===== src/lspb_pkg.sv =====
package lspb_pkg;

  // Field and register widths fixed by the interface.
  localparam int unsigned OPCODE_W     = 3;
  localparam int unsigned INDEX_W      = 10;
  localparam int unsigned CHAN_W       = 8;
  localparam int unsigned PIXEL_W      = 3 * CHAN_W;
  localparam int unsigned STRIP_LEN_W  = 9;
  localparam int unsigned ORDER_W      = 2;
  localparam int unsigned CFG_DATA_W   = 9;
  localparam int unsigned CFG_INDEX_W  = 1;
  localparam int unsigned BYTE_SEL_W   = 2;

  localparam logic [STRIP_LEN_W-1:0] STRIP_LEN_RESET = 9'd256;

  // Configuration register indexes.
  localparam logic [CFG_INDEX_W-1:0] REG_STRIP_LENGTH = 1'd0;
  localparam logic [CFG_INDEX_W-1:0] REG_COLOR_ORDER  = 1'd1;

  // Wire byte orders. The unused code falls back to RGB.
  localparam logic [ORDER_W-1:0] ORDER_RGB = 2'd0;
  localparam logic [ORDER_W-1:0] ORDER_BGR = 2'd1;
  localparam logic [ORDER_W-1:0] ORDER_GRB = 2'd2;

  // Operation codes.
  localparam logic [OPCODE_W-1:0] OP_SET        = 3'd0;
  localparam logic [OPCODE_W-1:0] OP_GET        = 3'd1;
  localparam logic [OPCODE_W-1:0] OP_PUSH_FRONT = 3'd2;
  localparam logic [OPCODE_W-1:0] OP_PUSH_BACK  = 3'd3;
  localparam logic [OPCODE_W-1:0] OP_FILL       = 3'd4;
  localparam logic [OPCODE_W-1:0] OP_NEXT_BYTE  = 3'd5;

  // Byte positions inside one stored pixel.
  localparam logic [BYTE_SEL_W-1:0] BYTE_FIRST = 2'd0;
  localparam logic [BYTE_SEL_W-1:0] BYTE_MID   = 2'd1;
  localparam logic [BYTE_SEL_W-1:0] BYTE_LAST  = 2'd2;

  // Jobs handed to the store sequencer.
  typedef enum logic [2:0] {
    JOB_WRITE,
    JOB_READ,
    JOB_PUSH_FRONT,
    JOB_PUSH_BACK,
    JOB_FILL
  } lspb_job_e;

  typedef struct packed {
    logic      go;
    lspb_job_e job;
  } lspb_cmd_t;

  typedef struct packed {
    logic idle;
    logic done;
  } lspb_stat_t;

  typedef struct packed {
    logic [CHAN_W-1:0] r;
    logic [CHAN_W-1:0] g;
    logic [CHAN_W-1:0] b;
  } lspb_rgb_t;

  // Pack a color into wire order; the first wire byte sits in the top bits.
  function automatic logic [PIXEL_W-1:0] encode(input logic [ORDER_W-1:0] order,
                                                input logic [CHAN_W-1:0] r,
                                                input logic [CHAN_W-1:0] g,
                                                input logic [CHAN_W-1:0] b);
    logic [PIXEL_W-1:0] p;
    unique case (order)
      ORDER_BGR: p = {b, g, r};
      ORDER_GRB: p = {g, r, b};
      default:   p = {r, g, b};
    endcase
    return p;
  endfunction

  // Unpack a stored wire-order pixel with the current order.
  function automatic lspb_rgb_t decode(input logic [ORDER_W-1:0] order,
                                       input logic [PIXEL_W-1:0] p);
    lspb_rgb_t c;
    unique case (order)
      ORDER_BGR: begin
        c.b = p[23:16]; c.g = p[15:8]; c.r = p[7:0];
      end
      ORDER_GRB: begin
        c.g = p[23:16]; c.r = p[15:8]; c.b = p[7:0];
      end
      default: begin
        c.r = p[23:16]; c.g = p[15:8]; c.b = p[7:0];
      end
    endcase
    return c;
  endfunction

endpackage


===== src/lspb_seq.sv =====
module lspb_seq #(
  parameter int unsigned MaxPixels = 256
) (
  input  logic                                  clk_i,
  input  logic                                  rst_ni,
  input  lspb_pkg::lspb_cmd_t                   cmd_i,
  input  logic [$clog2(MaxPixels+1)-1:0]        len_i,
  input  logic [((MaxPixels > 1) ? $clog2(MaxPixels) : 1)-1:0] addr_i,
  input  logic [lspb_pkg::PIXEL_W-1:0]          pix_i,
  input  logic [lspb_pkg::PIXEL_W-1:0]          rdata_i,
  output lspb_pkg::lspb_stat_t                  stat_o,
  output logic                                  we_o,
  output logic [((MaxPixels > 1) ? $clog2(MaxPixels) : 1)-1:0] waddr_o,
  output logic [lspb_pkg::PIXEL_W-1:0]          wdata_o,
  output logic [((MaxPixels > 1) ? $clog2(MaxPixels) : 1)-1:0] raddr_o
);

  localparam int unsigned LenW  = $clog2(MaxPixels + 1);
  localparam int unsigned AddrW = (MaxPixels > 1) ? $clog2(MaxPixels) : 1;

  localparam logic [1:0] S_CLEAR = 2'd0;
  localparam logic [1:0] S_IDLE  = 2'd1;
  localparam logic [1:0] S_READ  = 2'd2;
  localparam logic [1:0] S_WALK  = 2'd3;

  logic [1:0]                   state_q, state_d;
  logic [LenW-1:0]              k_q, k_d;
  lspb_pkg::lspb_job_e          job_q, job_d;
  logic [lspb_pkg::PIXEL_W-1:0] pix_q, pix_d;
  logic                         walk_last;

  // Last step of a walk: fill ends on the last pixel, a push one step later
  // when the new color goes in.
  always_comb begin
    if (job_q == lspb_pkg::JOB_FILL) begin
      walk_last = (k_q == len_i - 1'b1);
    end else begin
      walk_last = (k_q == len_i);
    end
  end

  // Sequencer and the shared address unit.
  always_comb begin
    state_d = state_q;
    k_d     = k_q;
    job_d   = job_q;
    pix_d   = pix_q;
    we_o    = 1'b0;
    waddr_o = addr_i;
    wdata_o = pix_i;
    raddr_o = addr_i;
    stat_o  = '{idle: 1'b0, done: 1'b0};

    unique case (state_q)
      S_CLEAR: begin
        we_o    = 1'b1;
        waddr_o = AddrW'(k_q);
        wdata_o = '0;
        k_d     = k_q + 1'b1;
        if (k_q == LenW'(MaxPixels - 1)) begin
          k_d     = '0;
          state_d = S_IDLE;
        end
      end
      S_IDLE: begin
        stat_o.idle = 1'b1;
        if (cmd_i.go) begin
          job_d = cmd_i.job;
          pix_d = pix_i;
          k_d   = '0;
          unique case (cmd_i.job)
            lspb_pkg::JOB_WRITE: we_o = 1'b1;
            lspb_pkg::JOB_READ:  state_d = S_READ;
            default:             state_d = S_WALK;
          endcase
        end
      end
      S_READ: begin
        // Read data for the address issued at the start is on rdata_i now.
        stat_o.done = 1'b1;
        state_d     = S_IDLE;
      end
      S_WALK: begin
        k_d = k_q + 1'b1;
        unique case (job_q)
          lspb_pkg::JOB_PUSH_FRONT: begin
            raddr_o = AddrW'(len_i - LenW'(2) - k_q);
            waddr_o = AddrW'(len_i - k_q);
            we_o    = (k_q != '0);
          end
          lspb_pkg::JOB_PUSH_BACK: begin
            raddr_o = AddrW'(k_q + 1'b1);
            waddr_o = AddrW'(k_q - 1'b1);
            we_o    = (k_q != '0);
          end
          default: begin
            raddr_o = AddrW'(k_q);
            waddr_o = AddrW'(k_q);
            we_o    = 1'b1;
          end
        endcase
        // The pixel read one step ago moves; the end slot takes the new color.
        if (job_q == lspb_pkg::JOB_FILL || k_q == len_i) begin
          wdata_o = pix_q;
        end else begin
          wdata_o = rdata_i;
        end
        if (walk_last) begin
          stat_o.done = 1'b1;
          k_d         = '0;
          state_d     = S_IDLE;
        end
      end
      default: begin
        state_d = S_IDLE;
      end
    endcase
  end

  always_ff @(posedge clk_i or negedge rst_ni) begin
    if (!rst_ni) begin
      state_q <= S_CLEAR;
      k_q     <= '0;
      job_q   <= lspb_pkg::JOB_WRITE;
    end else begin
      state_q <= state_d;
      k_q     <= k_d;
      job_q   <= job_d;
    end
  end

  always_ff @(posedge clk_i) begin
    pix_q <= pix_d;
  end

endmodule


===== config.mk =====
export PLATFORM = sky130hd
export DESIGN_NAME = lspb_seq
export DESIGN_NICKNAME = d
export VERILOG_FILES = /design/src/lspb_pkg.sv /design/src/lspb_seq.sv
export SDC_FILE = /design/constraint.sdc
export NUM_CORES = 1
export LEC_CHECK = 0
export BUFFER_PORTS_ARGS = -buffer_cell sky130_fd_sc_hd__buf_2
export CAP_MARGIN = 10
export CORE_ASPECT_RATIO = 0.7
export CORE_UTILIZATION = 54
export DETAILED_ROUTE_END_ITERATION = 10
export PLACE_DENSITY = 0.84
export SLEW_MARGIN = 20
export SYNTH_ARGS = -nofsm -noshare
export SYNTH_HDL_FRONTEND = slang
export SYNTH_SLANG_ARGS = --single-unit

===== constraint.sdc =====
create_clock -name clk_i -period 8.5 [get_ports clk_i]
set_clock_uncertainty 0.05 [all_clocks]
set_input_delay 1.7 -clock clk_i [delete_from_list [all_inputs] [get_ports clk_i]]
set_output_delay 1.7 -clock clk_i [all_outputs]
set_load 0.03 [all_outputs]

Word-level counts from Yosys, hierarchy flattened
Cells that the tools add are included.
{"block": "totals", "regBits": 38}
{"block": "op_classes", "addsub": 6, "eq_ne": 14, "muxes": 23, "n_reduce_logical": 9}
{"cell": "$pmux 24 s2", "n": 1}
{"cell": "$pmux 8 s2", "n": 3}
{"cell": "$mux 9", "n": 3}
{"cell": "$pmux 9 s3", "n": 1}
{"cell": "$mux 24", "n": 1}
{"cell": "$eq 9x9->1", "n": 2}
{"cell": "$sub 8x8->8", "n": 2}
{"cell": "$add 9x1->9 const B", "n": 1}
{"cell": "$eq 9x8->1 const B", "n": 1}
{"cell": "$reduce_bool 9->1", "n": 1}
{"cell": "$sub 9x1->9 const B", "n": 1}
{"cell": "$mux 8", "n": 1}
{"cell": "$ne 2x2->1 const B", "n": 4}
{"cell": "$pmux 2 s4", "n": 1}
{"cell": "$sub 8x1->8 const B", "n": 1}
{"cell": "$sub 8x2->8 const B", "n": 1}
{"cell": "$eq 3x2->1 const B", "n": 2}
{"cell": "$mux 1", "n": 6}
{"cell": "$mux 2", "n": 3}
{"cell": "$eq 2x2->1 const B", "n": 2}
{"cell": "$pmux 2 s2", "n": 1}
{"cell": "$reduce_and 2->1", "n": 2}
{"cell": "$reduce_and 4->1", "n": 1}
{"cell": "$eq 3x1->1 const B", "n": 1}
{"cell": "other kinds (9)", "n": 9}

Depth between registers and ports, before layout
Gate-level depths: netlist of the first run.
{"block": "depth", "ltp_word": 5, "mapped_depth": 12, "mapped_depth_nobuf": 12}

Worst setup path after synthesis of the first run
OpenSTA, ideal clock, no wires.
{"block": "synth_timing", "path_type": "input-to-output", "from": "in len_i[1]", "to": "out raddr_o[7] (netlist bit)", "t_arrival_ns": 4.171, "slack_ns": 2.579, "cell_stages": 12, "path_buffers": 0, "cell_sequence": "inv_1 > ha_1 > inv_1 > ha_1 > fa_1 > a21o_1 > a21oi_1 > o21bai_1 > a21oi_1 > xnor2_1 > nor2_1 > o21ai_0"}
{"block": "synth_between", "elab_chain_len": 4}
{"item": "from (decl)", "line": "lspb_seq.sv:7", "text": "input logic [$clog2(MaxPixels+1)-1:0] len_i,"}
{"item": "$sub 8x2->8", "line": "lspb_seq.sv:87", "text": "raddr_o = AddrW'(len_i - LenW'(2) - k_q);"}
{"item": "$sub 8x8->8", "line": "lspb_seq.sv:87"}
{"item": "$pmux 8 s2", "line": "lspb_seq.sv:85", "text": "unique case (job_q)"}
{"item": "$mux 8", "line": "lspb_seq.sv:54", "text": "unique case (state_q)"}
{"item": "to (decl)", "line": "lspb_seq.sv:15", "text": "output logic [((MaxPixels > 1) ? $clog2(MaxPixels) : 1)-1:0] raddr_o"}
Every way passes these cells.

Worst setup path in the final report of the first run
Same ends and word-level chain as after synthesis.

==> results of run 1 <==
==> power by group through the flow <==
| stage | Sequential [W] | Clock, W | Combinational, W |
|---|---|---|---|
| 6_report | 0.000307 | 0.000124 | 0.00119 |
| 5_1_grt | 0.000312 | 0.000132 | 0.00128 |
| 4_1_cts | 0.000305 | 0.000123 | 0.00118 |
| 3_5_place_dp | 0.000309 | 0 | 0.00117 |
| 3_3_place_gp | 0.000306 | 0 | 0.00115 |
| 2_1_floorplan | 0.000277 | 0 | 0.000891 |
==> logic make-up after synthesis <==
family                   after synthesis  share of synthesized area
adder cells (fa/ha/maj)               30                      0.106
flip-flops                            38                      0.292
buffers and inverters                 71                     0.0736
AO/OA/AOI/OAI                        140                      0.245
AND/OR/NAND/NOR                      119                      0.149
XOR/XNOR                              19                     0.0453
multiplexers                          32                     0.0890
==> routing by layer <==
layer,routed length (um),part of all wire,vias to the layer above
met5,0,0,-
met4,132,0.012,0
met3,905,0.085,15
met2,4850,0.46,197
met1,4750,0.45,1782
li1,-,-,1815
==> critical path: stages <==
cell,delay (ns)
buf_2,0.11
inv_1,0.09
ha_1,0.32
inv_1,0.05
ha_1,0.22
fa_1,0.41
a21o_1,0.18
a21oi_1,0.23
o21bai_1,0.10
a21oi_1,0.23
xnor2_1,0.14
nor2_1,0.05
o21ai_0,0.22
buf_2,0.23
==> state kept, by name, indices dropped and copies added (netlist names) <==
register,count
k_q,9
state_q,2
job_q,3
pix_q,24
==> path summary, 6_finish.rpt <==
kind,from,to,slack (ns),depth (start not counted)
max,len_i[1],raddr_o[7],2.47,14
min,job_q[2]$_DFFE_PN0P_,job_q[2]$_DFFE_PN0P_,0.52,1
max reg2reg,k_q[5]$_DFFE_PN0P_,k_q[0]$_DFFE_PN0P_,5.17,8
min reg2reg,job_q[2]$_DFFE_PN0P_,job_q[2]$_DFFE_PN0P_,0.52,1
max in group asynchronous,rst_ni,k_q[6]$_DFFE_PN0P_,6.91,1
min in group asynchronous,rst_ni,state_q[1]$_DFFE_PN0P_,1.24,1
==> stage by stage <==
stage | util | power [W] | cells
global route | 0.682 | 0.00172 | 639
finish | 0.682 | 0.00162 | 639
CTS | 0.682 | 0.00160 | 639
detailed placement | 0.668 | 0.00148 | 631
floorplan | - | 0.00117 | 449
global placement | 0.668 | 0.00145 | 631
==> cell usage after synthesis, drive strengths merged, types with 3 or more instances <==
cell type / count
o21ai: 52
nand2: 47
inv: 46
a21oi: 33
ha: 28
mux2i: 27
nor2: 25
edfxtp: 24
clkbuf: 22
xnor2: 15
dfrtp: 14
nand3: 14
nor3: 10
a22o: 7
o221ai: 7
mux2: 5
a211oi: 4
a221oi: 4
a2bb2oi: 4
nand2b: 4
nor2b: 4
o21a: 4
o21bai: 4
xor2: 4
a31oi: 3
buf: 3
nand4: 3
o211ai: 3
or3: 3
==> cell type report <==
| cell class | instances | area share |
|---|---|---|
| Inverter | 46 | 0.0396 |
| Tap cell | 91 | 0.0261 |
| Clock buffer | 5 | 0.0158 |
| Timing Repair Buffer | 116 | 0.135 |
| Sequential cell | 38 | 0.246 |
| Clock inverter | 3 | 0.00373 |
| Multi-Input combinational cell | 340 | 0.534 |
==> impl_metrics.ini, run 1 <==
[run_status]
outcome = completed

[cells_and_area]
num-nets-final = 648
final_area_um2 = 4360
mostFrequentLayoutCell = buf_2
regArea_um2 = 1070
insertedDiodeCount = 0
layout_common_cells = buf_2 (113), o21ai_0 (50), nand2_1 (47), inv_1 (46), a21oi_1 (33)
layout-drive-gt1-share = 0.241
multi_input_area_um2 = 2330
area_growth_pct = 18.8
nFillCells = 526

[power]
p_leak_nw = 1.98
p_comb_frac = 0.734
swShare = 0.586
clkPwrFrac = 0.076
switchingPower_w = 0.000952
power_density_nw_per_um2 = 373
worst_ir_drop_vdd_mv = 0.260
pwr-share-seq = 0.189
p_int_w = 0.000672

[routing]
drcViolationCount = 0
vias = 3809
viasPerCell = 5.96
drt-total-wl_um = 10600
detail_route.wl_per_cell_um = 16.7
first_pass_iters = 5
final_antenna_net_count = 0
dr.first_iter.drc_count = 292

[critical_path]
worst-endpoint-required_ns = 6.75
cp_max_fo = 4
arrival_ns = 4.28
endpoint_kind = output pin
start_kind = primary input
crit_type = in2out

[clock_tree]
postCtsHoldBufs = 0
insertion_delay_ns = 0.30
cts.repair.resized = 0
cts_buffers = 5
clockBufferDepth = 2
clk_pin_slew_ns = 0.07
postCtsSetupBuffers = 0
cts_tree = built
cts-htree-levels = 2
cts.sinks = 38
cts-root-buf = clkbuf_8

[timing]
tns_ns = 0
min_period_ns = 6.03
fin_ws_ns = 2.47
whs_ns = 0.515
finalCritPeriodShare = 0.710
worstMarginPinSlew_ns = 1.03
timing.fmax_mhz = 166
maxSlewViolCount = 0
slew_headroom = 0.309
rsz0062_at_grt = no
final-setup-viol-count = 0
hold_viol_final = 0

[global_route]
grt_max_degree = 40
grt_overflow = 0
antenna_found_initial = 0
grt_use_met3 = 0.0632
grt_use_met1 = 0.433
grt_pass1_wl_um = 16700
use_met2 = 0.460
busiest_layer = met2
grt_use_total = 0.299
grt_pass1_vias = 3434

[synth]
synthCells = 449
synth_nets = 550
synth.cell_area_um2 = 3670
yosysWarnings = 0
avgSynthCellArea_um2 = 8.17
yosysSeqAreaShare = 0.292
synth_seq_cells = 38
synth_edf_count = 24
yosys-top-cells-area = edfxtp_1 (20%), dfrtp_1 (9.5%), ha_1 (9.5%), mux2i_1 (7.4%), o21ai_0 (6.8%)
yosys.cell_types.count = 51
synth_area_leader_cell = edfxtp_1
synth_top_cell_area_share = 0.196
synthArstFlopShare = 0.368
synthFlopType = edfxtp_1

[placed_design]
dp_hpwl_um = 8220
io_buffers = 113
dpl_cell_area_um2 = 4270
gp_congestion = 0.938
post-place-ws_ns = 2.53

[hold_path]
hold_path.class = reg2reg

[die]
num_rows = 24
boundaryPins = 114
die_h_um = 71.0
design.core.area_um2 = 6400
die_area_um2 = 7130
die_w_um = 101
start_util = 0.574

[job]
cap_violations = 0
No activity file was read; power rests on OpenSTA's default activity.
==> inputs of run 2 (changes only) <==
- CORE_UTILIZATION: 54 -> 53
- PLACE_DENSITY: 0.84 -> 0.82
- clock period: 8.5 -> 6.35 ns (I/O delays scaled with it)
==> impl_metrics.ini, run 2 (synthesis gave the netlist of run 1 again) <==
[timing]
fin_ws_ns = 1.14
rsz0062_at_grt = no
hold_viol_final = 0
min_period_ns = 5.21
final-setup-viol-count = 0
timing.fmax_mhz = 192
tns_ns = 0
worstMarginPinSlew_ns = 1.02
maxSlewViolCount = 0
slew_headroom = 0.318
finalCritPeriodShare = 0.821

[routing]
detail_route.wl_per_cell_um = 16.8
drt-total-wl_um = 10800
viasPerCell = 5.94
vias = 3796
drcViolationCount = 0
final_antenna_net_count = 0
first_pass_iters = 5
dr.first_iter.drc_count = 290

[cells_and_area]
mostFrequentLayoutCell = buf_2
layout_common_cells = buf_2 (113), o21ai_0 (50), nand2_1 (47), inv_1 (46), a21oi_1 (33)
largest_reg_flops = 24
layout-drive-gt1-share = 0.241
top_regs = pix_q: 24 flops, k_q: 9 flops, job_q: 3 flops
area_growth_pct = 18.8
num-nets-final = 648
insertedDiodeCount = 0
largest-register = pix_q

[die]
die_w_um = 101
boundaryPins = 114
die_h_um = 71.6
design.core.area_um2 = 6460
start_util = 0.568
die_area_um2 = 7270
num_rows = 24

[global_route]
grt_max_degree = 39
grt_use_total = 0.299
grt_pass1_wl_um = 16700
antenna_found_initial = 0
grt_pass1_vias = 3383
grt_overflow = 0

[placed_design]
post-place-ws_ns = 1.22
io_buffers = 113
dp_hpwl_um = 8230
gp_congestion = 0.947

[power]
power_density_nw_per_um2 = 500
worst_ir_drop_vdd_mv = 0.371
p_leak_nw = 1.98

[clock_tree]
cts-htree-levels = 2
clk_pin_slew_ns = 0.07
postCtsSetupBuffers = 0
clockBufferDepth = 2
cts_tree = built
insertion_delay_ns = 0.29
cts.repair.resized = 0
cts.sinks = 38
postCtsHoldBufs = 0
cts-root-buf = clkbuf_8
cts_buffers = 5

[run_status]
outcome = completed

[critical_path]
critical_path_buf_inv_count = 4
worst-endpoint-required_ns = 5.03
arrival_ns = 3.89
cp_max_fo = 4
worstPathCellList = buf_2 -> inv_1 -> ha_1 -> inv_1 -> ha_1 -> fa_1 -> a21o_1 -> a21oi_1 -> o21bai_1 -> a21oi_1 -> xnor2_1 -> nor2_1 -> o21ai_0 -> buf_2
critPathMaxStageDelay_ns = 0.42
endpoint_kind = output pin
critPathSlowestCell = fa_1
crit_type = in2out
start_kind = primary input
critPathTopFamily = adder cells

[job]
cap_violations = 0

[hold_path]
hold_path.class = reg2reg
run 2: worst paths after layout:
check / startpoint / end / slack (ns) / cells after the start
max: len_i[1] / raddr_o[7] / 1.14 / 14
min: job_q[1]$_DFFE_PN0P_ / job_q[1]$_DFFE_PN0P_ / 0.53 / 1
max reg2reg: k_q[5]$_DFFE_PN0P_ / k_q[0]$_DFFE_PN0P_ / 3.06 / 8
min reg2reg: job_q[1]$_DFFE_PN0P_ / job_q[1]$_DFFE_PN0P_ / 0.53 / 1
max in group asynchronous: rst_ni / k_q[6]$_DFFE_PN0P_ / 5.19 / 1
min in group asynchronous: rst_ni / state_q[1]$_DFFE_PN0P_ / 0.81 / 1
run 2: worst register-to-register path, cell delays in order, from the launching register on:
cell and delay (ns):
dfrtp_1 0.55, ha_1 0.49, nand3_1 0.21, o41ai_4 0.38
buf_4 0.44, a2bb2oi_1 0.21, o31a_1 0.32, nor2_1 0.21
mux2_2 0.32
run 2: power by group:
part / leakage [nW] / internal (W) / switching (W) / total (W)
sequential: 0.401 / 0.000333 / 0.0000800 / 0.000413
combinational: 1.53 / 0.000492 / 0.00111 / 0.00160
clock: 0.0416 / 0.0000752 / 0.0000891 / 0.000164
total: 1.98 / 0.000900 / 0.00128 / 0.00218
run 2: per-layer routing:
layer	part of all wire	vias to the layer above	track usage
li1	-	1803	-
met1	0.45	1790	0.445
met2	0.45	186	0.440
met3	0.079	17	0.0634
met4	0.014	0	0.0757
met5	0	-	0
run 2: stage by stage:
stage          cells  hold slack (ns)  instance area, um2  utilization  total power [W]
2_1_floorplan    449            0.466                3670            -          0.00156
3_3_place_gp     631            0.487                4270        0.662          0.00195
3_5_place_dp     631            0.506                4270        0.662          0.00199
4_1_cts          639            0.527                4360        0.675          0.00216
5_1_grt          639            0.562                4360        0.675          0.00232
6_report         639            0.527                4360        0.675          0.00218
run 2: layout make-up:
type / instances / area (um2)
Fill cell: 552 / 2100
Clock buffer: 5 / 68.8
Clock inverter: 3 / 16.3
Inverter: 46 / 173
Sequential cell: 38 / 1070
Tap cell: 91 / 114
Timing Repair Buffer: 116 / 588
Multi-Input combinational cell: 340 / 2330
==> inputs of run 3 (changes only) <==
- ABC_AREA: unset -> 1
- clock period: 6.35 -> 5.1 ns (I/O delays scaled with it)
==> impl_metrics.ini, run 3 <==
[global_route]
grt_pass1_vias = 3595
grt_max_degree = 34
grt_pass1_wl_um = 17100
grt_overflow = 0
grt_use_total = 0.311
antenna_found_initial = 0

[die]
design.core.area_um2 = 6460
num_rows = 24
boundaryPins = 114
die_h_um = 71.7
die_w_um = 102
start_util = 0.570
die_area_um2 = 7280

[placed_design]
gp_congestion = 0.950
dp_hpwl_um = 8640
post-place-ws_ns = 0.686
dpl.cell_count = 730
io_buffers = 113

[cells_and_area]
layout_common_cells = nand2_1 (143), buf_2 (113), nor2_1 (67), inv_1 (66), o21ai_0 (49)
mostFrequentLayoutCell = nand2_1
top_regs = pix_q: 24 flops, k_q: 9 flops, job_q: 3 flops
nFillCells = 596
insertedDiodeCount = 0
instances_no_fill = 738
area_growth_pct = 19.5
largest-register = pix_q
multi_input_area_um2 = 2230
layout-drive-gt1-share = 0.221
largest_reg_flops = 24
regArea_um2 = 1070
num-nets-final = 747
final_core_util = 0.681

[critical_path]
worst-endpoint-required_ns = 4.03
endpoint_kind = output pin
critical_path_buf_inv_count = 4
arrival_ns = 3.38
crit_type = in2out
critPathMaxStageDelay_ns = 0.64
cp_max_fo = 26
worstPathCellList = buf_2 -> inv_1 -> ha_1 -> nand4_1 -> nor3_1 -> nand3_1 -> nand2_2 -> inv_1 -> nor2_1 -> o21ai_0 -> buf_2
start_kind = primary input
critPathTopFamily = buffers and inverters
critPathSlowestCell = inv_1

[routing]
vias = 4057
final_antenna_net_count = 0
drcViolationCount = 0
dr.first_iter.drc_count = 319
viasPerCell = 5.50
detail_route.wl_per_cell_um = 15.3
first_pass_iters = 6
drt-total-wl_um = 11300

[timing]
timing.fmax_mhz = 225
maxSlewViolCount = 0
finalCritPeriodShare = 0.873
tns_ns = 0
min_period_ns = 4.45
worstMarginPinSlew_ns = 1.15
slew_headroom = 0.232
final-setup-viol-count = 0
hold_viol_final = 0
fin_ws_ns = 0.649
rsz0062_at_grt = no

[job]
cap_violations = 0

[power]
worst_ir_drop_vdd_mv = 0.122
power_density_nw_per_um2 = 168
p_leak_nw = 2.23

[synth]
synth_nets = 645
synth_area_leader_cell = edfxtp_1
avgSynthCellArea_um2 = 6.76
yosysSeqAreaShare = 0.291
synth.cell_area_um2 = 3680
synth_edf_count = 24
synth_seq_cells = 38
synthArstFlopShare = 0.368
yosysWarnings = 0
synthFlopType = edfxtp_1
yosysMostFrequentCell = nand2_1
synthCells = 544
yosys.cell_types.count = 41
synth_common_cells = nand2_1 (143), nor2_1 (67), inv_1 (66)
yosys-top-cells-area = edfxtp_1 (20%), nand2_1 (15%), dfrtp_1 (9.5%), ha_1 (9.5%), nor2_1 (6.8%)
synth_top_cell_area_share = 0.196

[clock_tree]
clockBufferDepth = 2
postCtsHoldBufs = 0
clk_pin_slew_ns = 0.08
cts-htree-levels = 2
insertion_delay_ns = 0.30
cts_tree = built
cts-root-buf = clkbuf_8
postCtsSetupBuffers = 0
cts_buffers = 5
cts.sinks = 38
cts.repair.resized = 0

[hold_path]
hold_path.class = reg2reg

[run_status]
outcome = completed
-- run 3: cells by family after synthesis --
logic type,after synthesis,share of synthesized area
buf+inv,90,0.102
fa+ha+maj,30,0.106
compound gates,108,0.165
flops,38,0.291
xor+xnor,12,0.0306
simple gates,266,0.305
-- run 3: cell type report --
type | instances | area share
Inverter | 70 | 0.0598
Clock buffer | 7 | 0.0245
Multi-Input combinational cell | 416 | 0.507
Tap cell | 91 | 0.0259
Timing Repair Buffer | 115 | 0.132
Clock inverter | 1 | 0.00683
Sequential cell | 38 | 0.244
-- run 3: path summary, 6_finish.rpt --
path / from / end / slack [ns] / depth (start not counted)
worst min register to register: state_q[1]$_DFFE_PN0P_ / state_q[1]$_DFFE_PN0P_ / 0.50 / 2
worst max-delay path: len_i[3] / wdata_o[17] / 0.65 / 11
worst max register to register: state_q[0]$_DFFE_PN0P_ / k_q[5]$_DFFE_PN0P_ / 1.99 / 7
min in group asynchronous: rst_ni / state_q[1]$_DFFE_PN0P_ / 0.56 / 1
worst min-delay path: state_q[1]$_DFFE_PN0P_ / state_q[1]$_DFFE_PN0P_ / 0.50 / 2
max in group asynchronous: rst_ni / k_q[6]$_DFFE_PN0P_ / 4.18 / 1
-- run 3: per-layer routing --
layer / part of all wire / track usage / vias up
met3: 0.11 / 0.0683 / 20
met1: 0.45 / 0.456 / 1812
met2: 0.42 / 0.458 / 227
met4: 0.015 / 0.0950 / 0
met5: 0 / 0 / -
li1: - / - / 1998
-- run 3: where the power goes --
group | switching, W | leakage [nW] | internal [W]
clock | 0.000116 | 0.0696 | 0.000189
sequential | 0 | 0.397 | 0.000327
combinational | 0.0000629 | 1.76 | 0.0000434
total | 0.000179 | 2.23 | 0.000560
-- run 3: worst reg2reg max path, cell delays in order, from the launching register on --
cell and delay (ns):
dfrtp_1 0.45, inv_1 0.10, ha_1 1.06, inv_1 0.28, a21oi_2 0.70, nor2_1 0.17, nand2_1 0.12, nand2_1 0.06
-- run 3: metrics by stage --
stage | cell area, um2 | hold WS, ns | power [W]
floorplan | 3680 | 0.440 | 0.000388
global placement | 4260 | 0.466 | 0.000436
detailed placement | 4260 | 0.479 | 0.000438
CTS | 4400 | 0.495 | 0.000739
global route | 4400 | 0.531 | 0.000763
finish | 4400 | 0.497 | 0.000739
